==> src/design/owlet_pkg.sv <==
// Shared constants, types and microcode control word of the label equivalence table.
package owlet_pkg;

   localparam int LABELS  = 1024;
   localparam int LABEL_W = 10;
   localparam int MEM_AW  = (LABELS > 1) ? $clog2(LABELS) : 1;
   localparam int CNT_W   = $clog2(LABELS + 1);

   typedef logic [LABEL_W-1:0] label_type;
   typedef logic [CNT_W-1:0]   count_type;

   typedef enum logic [1:0] {
      OP_ADD     = 2'd0,
      OP_RESOLVE = 2'd1,
      OP_FLATTEN = 2'd2,
      OP_NOP     = 2'd3
   } op_type;

   // Microprogram step addresses.
   typedef enum logic [4:0] {
      S_CLR,
      S_FETCH,
      S_DISPATCH,
      S_ADD_RD,
      S_ADD_WR,
      S_RES_INIT,
      S_WALK_RD,
      S_WALK_EV,
      S_RET,
      S_RES_SET,
      S_FL_INIT,
      S_FL_RD,
      S_FL_CHK,
      S_FL_WALK,
      S_FL_SKIP,
      S_FL_WR,
      S_EMIT
   } step_type;

   typedef enum logic [1:0] {
      RD_NONE,
      RD_KEY,
      RD_CUR,
      RD_IDX
   } rd_sel_type;

   typedef enum logic [1:0] {
      WR_NONE,
      WR_ADD,
      WR_FLAT,
      WR_CLEAR
   } wr_sel_type;

   typedef enum logic [1:0] {
      INIT_NONE,
      INIT_KEY,
      INIT_IDX
   } init_sel_type;

   typedef enum logic [3:0] {
      C_ALWAYS,
      C_ACCEPT,
      C_DISPATCH,
      C_WALK_MORE,
      C_IS_FLAT,
      C_IDX_END,
      C_RD_INVALID,
      C_IDX_LAST,
      C_OUT_FREE
   } cond_type;

   // One control word of the microprogram.
   typedef struct packed {
      logic         fetch;
      rd_sel_type   rd_sel;
      wr_sel_type   wr_sel;
      init_sel_type init_sel;
      logic         walk_step;
      logic         idx_clr;
      logic         idx_inc;
      logic         set_res;
      logic         emit;
      cond_type     cond;
      logic         stay;
      step_type     jmp;
   } cw_type;

   // Status flags from the datapath that the sequencer branches on.
   typedef struct packed {
      logic   walk_more;
      logic   rd_invalid;
      logic   idx_end;
      logic   idx_last;
      logic   out_free;
      logic   is_flat;
      op_type op;
   } stat_type;

endpackage

==> src/design/owlet_seq.sv <==
// Microcode sequencer: step counter, control store and conditional jumps.
module owlet_seq
   import owlet_pkg::*;
(
   input  logic     clock,
   input  logic     reset,
   input  logic     req_valid,
   input  stat_type stat,
   output cw_type   cw,
   output logic     accept
);

   step_type upc_ff, upc_in;
   logic     cond_true;
   step_type dispatch_target;

   // Control store.
   always_comb begin
      cw        = '0;
      cw.jmp    = S_FETCH;
      cw.cond   = C_ALWAYS;
      unique case (upc_ff)
         S_CLR: begin
            cw.wr_sel  = WR_CLEAR;
            cw.idx_inc = 1'b1;
            cw.cond    = C_IDX_LAST;
            cw.stay    = 1'b1;
            cw.jmp     = S_FETCH;
         end
         S_FETCH: begin
            cw.fetch = 1'b1;
            cw.cond  = C_ACCEPT;
            cw.stay  = 1'b1;
            cw.jmp   = S_DISPATCH;
         end
         S_DISPATCH: begin
            cw.cond = C_DISPATCH;
         end
         S_ADD_RD: begin
            cw.rd_sel = RD_KEY;
            cw.jmp    = S_ADD_WR;
         end
         S_ADD_WR: begin
            cw.wr_sel = WR_ADD;
            cw.jmp    = S_EMIT;
         end
         S_RES_INIT: begin
            cw.init_sel = INIT_KEY;
            cw.jmp      = S_WALK_RD;
         end
         S_WALK_RD: begin
            cw.rd_sel = RD_CUR;
            cw.jmp    = S_WALK_EV;
         end
         S_WALK_EV: begin
            cw.walk_step = 1'b1;
            cw.cond      = C_WALK_MORE;
            cw.jmp       = S_WALK_RD;
         end
         S_RET: begin
            cw.cond = C_IS_FLAT;
            cw.jmp  = S_FL_WR;
         end
         S_RES_SET: begin
            cw.set_res = 1'b1;
            cw.jmp     = S_EMIT;
         end
         S_FL_INIT: begin
            cw.idx_clr = 1'b1;
            cw.jmp     = S_FL_RD;
         end
         S_FL_RD: begin
            cw.rd_sel = RD_IDX;
            cw.cond   = C_IDX_END;
            cw.jmp    = S_EMIT;
         end
         S_FL_CHK: begin
            cw.cond = C_RD_INVALID;
            cw.jmp  = S_FL_SKIP;
         end
         S_FL_WALK: begin
            cw.init_sel = INIT_IDX;
            cw.jmp      = S_WALK_RD;
         end
         S_FL_SKIP: begin
            cw.idx_inc = 1'b1;
            cw.jmp     = S_FL_RD;
         end
         S_FL_WR: begin
            cw.wr_sel  = WR_FLAT;
            cw.idx_inc = 1'b1;
            cw.jmp     = S_FL_RD;
         end
         S_EMIT: begin
            cw.emit = 1'b1;
            cw.cond = C_OUT_FREE;
            cw.stay = 1'b1;
            cw.jmp  = S_FETCH;
         end
         default: begin
            cw.jmp = S_FETCH;
         end
      endcase
   end

   assign accept = req_valid & cw.fetch;

   always_comb begin
      unique case (stat.op)
         OP_ADD:     dispatch_target = S_ADD_RD;
         OP_RESOLVE: dispatch_target = S_RES_INIT;
         OP_FLATTEN: dispatch_target = S_FL_INIT;
         OP_NOP:     dispatch_target = S_EMIT;
         default:    dispatch_target = S_EMIT;
      endcase
   end

   always_comb begin
      unique case (cw.cond)
         C_ALWAYS:     cond_true = 1'b1;
         C_ACCEPT:     cond_true = accept;
         C_DISPATCH:   cond_true = 1'b1;
         C_WALK_MORE:  cond_true = stat.walk_more;
         C_IS_FLAT:    cond_true = stat.is_flat;
         C_IDX_END:    cond_true = stat.idx_end;
         C_RD_INVALID: cond_true = stat.rd_invalid;
         C_IDX_LAST:   cond_true = stat.idx_last;
         C_OUT_FREE:   cond_true = stat.out_free;
         default:      cond_true = 1'b1;
      endcase
   end

   // Next step.
   always_comb begin
      if (cw.cond == C_DISPATCH) begin
         upc_in = dispatch_target;
      end else if (cond_true) begin
         upc_in = cw.jmp;
      end else if (cw.stay) begin
         upc_in = upc_ff;
      end else begin
         upc_in = step_type'(upc_ff + 5'd1);
      end
   end

   always_ff @(posedge clock) begin
      if (reset) begin
         upc_ff <= S_CLR;
      end else begin
         upc_ff <= upc_in;
      end
   end

endmodule

==> config.mk <==
export PLATFORM = sky130hd
export DESIGN_NAME = owlet_seq
export DESIGN_NICKNAME = d
export VERILOG_FILES = /design/src/design/owlet_pkg.sv /design/src/design/owlet_seq.sv
export SDC_FILE = /design/constraint.sdc
export NUM_CORES = 1
export LEC_CHECK = 0
export ABC_CLOCK_PERIOD_IN_PS = 2900
export BUFFER_PORTS_ARGS = -buffer_cell sky130_fd_sc_hd__buf_2
export CAP_MARGIN = 20
export CORE_MARGIN = 3
export CORE_UTILIZATION = 49
export CTS_CLUSTER_SIZE = 40
export DETAILED_ROUTE_END_ITERATION = 6
export PLACE_DENSITY = 0.9
export SYNTH_ARGS = -nofsm -noshare
export SYNTH_HDL_FRONTEND = slang
export SYNTH_SLANG_ARGS = --single-unit
==> constraint.sdc <==
create_clock -name clock -period 2.9 [get_ports clock]
set_input_delay 0.435 -clock clock [delete_from_list [all_inputs] [get_ports clock]]
set_output_delay 0.435 -clock clock [all_outputs]
set_load 0.005 [all_outputs]
==> run_results.csv <==
group,metric,value,unit
drt,drtPass1Iterations,4,
logic_synthesis,synth_top_family_by_area,"compound AO/OA/AOI/OAI gates",
global_routing,grt_start_max_net_pins,16,
clocking,numCtsBuffers,3,
die,initial_core_util,0.561,
die,core,1630,um2
die,die_w,49.2,um
placed_design,dp_hpwl,2050,um
clocking,clock_sinks,5,
power_and_ir_drop,p_leak,0.535,nW
logic_synthesis,synth_fa_ha_area_frac,0.0685,
logic_synthesis,seq_area_frac_synth,0.110,
global_routing,grt_pass1_vias,998,
final_layout,multi_input_area,726,um2
drt,drcViolationCount,0,
critical_path,cp-end-kind,"flop",
logic_synthesis,ys_async_sr_fraction,0,
global_routing,grt_pass1_wl,4420,um
timing,maxSlewHeadroom,0.560,
timing,drv_slew,0,
final_layout,reg_top3,"upc_ff x5",
final_layout,finalNetCount,178,
global_routing,grt_util_all_layers,0.224,
die,num_rows,14,
timing,fmax,380,MHz
drt,routed_wl,2620,um
power_and_ir_drop,worst_ir_drop_vdd,0.701,mV
drt,ant_nets,0,
drt,routedWlPerCell,14.1,um
run_status,outcome,"finished, final reports clean",
placed_design,gp_congestion,0.891,
logic_synthesis,yosysUniqueCellTypes,45,
drt,drt_iter0_drc,43,
clocking,clk_pin_slew,40,ps
clocking,cts_tree,"yes",
final_layout,fillers,158,
logic_synthesis,synth_compound_area_frac,0.362,
critical_path,cp_max_fo,11,
logic_synthesis,synth_ff_type,"dfxtp_1",
critical_path,cp-start-kind,"flop",
global_routing,grt_overflow,0,
power_and_ir_drop,powerDensity,1170,nW/um2
final_layout,syn_to_final_growth,21.6,%
die,dieArea,2420,um2
timing,setup_viol,0,
timing,finalCritPeriodShare,0.908,
timing,rsz0062_at_grt,"no",
critical_path,critical_path_class,"reg -> reg",
final_layout,drive_above_1_share,0.311,
logic_synthesis,avgSynthCellArea,7.08,um2
logic_synthesis,yosys.area_share.simple,0.330,
clocking,clockRootBuffer,"clkbuf_4",
flow_run,cap_violations,0,
drt,dr_total_vias,1102,
timing,clock_skew,2.56,ps
timing,hold_viol,0,
logic_synthesis,synth-edff-count,0,
logic_synthesis,syn-num-nets,145,
logic_synthesis,synth_xor_xnor_area_share,0.0192,
drt,via_per_inst,5.96,
die,top_level_ports,34,
final_layout,fin_area,1110,um2
placed_design,port_buffers,33,
logic_synthesis,ys_ff_latch,5,
timing,fin_setup_tns,0,ps
timing,fin_crit,2630,ps
global_routing,antenna_found_initial,0,
placed_design,placed_area,1080,um2
logic_synthesis,netlist_area,913,um2
timing,worstMarginPinSlew,659,ps
clocking,clock_latency,240,ps
clocking,htree_levels,1,
clocking,hold_buffers,0,
critical_path,worstPathArrival,2800,ps
critical_path,cp.required,3070,ps
logic_synthesis,yosysWarnings,0,
logic_synthesis,synthCells,129,
logic_synthesis,muxShareOfSynthArea,0.0110,
final_layout,top_register,"upc_ff",
min_path,hold_path_class,"in -> reg",
final_layout,largest_reg_flops,5,
final_layout,diodes,0,
clocking,cts_buffer_depth,2,
final_layout,regArea,100,um2
die,die_y,49.2,um
cell families (layout without fill, tap and decap cells):
group                      after synthesis  after routing
DFF                                      5              5
and+or+nand+nor                         57             57
AOI/OAI and AO/OA                       42             42
xor gates and xnor gates                 2              2
muxes                                    1              1
adders and majority gates                5              5
buffers and inverters                   17             49
routing by layer:
layer	global-route usage	up-vias	wire (um)
met5	0	-	0
met1	0.267	514	1200
met4	0.0995	0	31
met2	0.397	46	1240
li1	-	538	-
met3	0.0214	4	147
critical path: stages (launching register included):
cell	delay (ps)
dfxtp_1	330
inv_1	120
ha_1	340
buf_4	210
o21bai_1	110
a2111oi_4	390
nand2b_1	150
a311oi_1	90
buf_4	200
or4_1	500
a21oi_1	120
cell usage after synthesis (all sizes together), types with 2 or more instances:
cell	count	area (um2)
dfxtp	5	100
a31oi	2	12.5
or2	2	12.5
a21oi	14	70.1
o32a	2	20.0
xnor2	2	17.5
and3	7	43.8
buf	8	57.6
o21ai	3	15.0
o21bai	4	30.0
nor2	17	63.8
a221oi	4	58.8
o211ai	2	15.0
inv	6	22.5
nand2	8	30.0
nor3	7	35.0
ha	5	62.6
nand3	2	10.0
a21o	2	15.0
nor2b	4	25.0
nand2b	4	27.5
clkbuf	2	7.51
timing repair:
| action | CTS | global route |
|---|---|---|
| gates resized for setup | 0 | 1 |
| buffers inserted | 0 | 0 |
| setup endpoints to repair | 0 | 1 |
| hold endpoints to repair | 0 | 0 |
worst paths after layout:
kind,from,endpoint,slack (ps),depth (start not counted)
max,upc_ff[1]$_SDFFE_PP0P_,upc_ff[4]$_SDFFE_PP0P_,270,10
min,reset,upc_ff[1]$_SDFFE_PP0P_,430,2
max reg2reg,upc_ff[1]$_SDFFE_PP0P_,upc_ff[4]$_SDFFE_PP0P_,270,10
min reg2reg,upc_ff[1]$_SDFFE_PP0P_,upc_ff[1]$_SDFFE_PP0P_,580,2
through the flow:
step	util	hold WS, ps	total power (W)	worst slack, ps	instances
detailed placement	0.664	583	0.00120	248	181
floorplan	-	501	0.000935	675	129
global route	0.682	430	0.00143	40.2	185
finish	0.682	428	0.00130	266	185
global placement	0.664	564	0.00117	336	181
CTS	0.680	421	0.00129	247	185
cells in the final DEF, fill, tap and decap left out, types with 2 or more instances in the layout:
master / Yosys / layout
dfxtp_1: 5 / 5
ha_1: 5 / 5
o211ai_1: 2 / 2
o32a_1: 2 / 2
buf_2: 4 / 33
a31oi_1: 2 / 2
nand3_1: 2 / 2
nor2_1: 17 / 17
a21oi_1: 14 / 13
o21ai_0: 3 / 3
nand2_1: 8 / 8
nand2b_1: 3 / 3
nor3_1: 7 / 7
clkbuf_4: 0 / 3
xnor2_1: 2 / 2
nor2b_1: 4 / 4
a21o_1: 2 / 2
buf_4: 2 / 5
o21bai_1: 4 / 4
inv_1: 6 / 6
a221oi_1: 2 / 2
and3_1: 7 / 7
report_power, final:
part           switching, W  leakage [nW]  internal, W  total [W]
clock network     0.0000270        0.0150    0.0000519  0.0000790
logic              0.000587         0.478     0.000492    0.00108
registers         0.0000529        0.0413    0.0000937   0.000147
total              0.000667         0.535     0.000637    0.00130
area by class of cell:
| class | instances | area share |
|---|---|---|
| inverter | 7 | 0.0236 |
| multi-input combinational | 107 | 0.653 |
| tap | 24 | 0.0270 |
| clock buffer | 4 | 0.0236 |
| sequential | 5 | 0.0901 |
| timing repair buffer | 38 | 0.182 |
(Power assumes the default switching activity.)
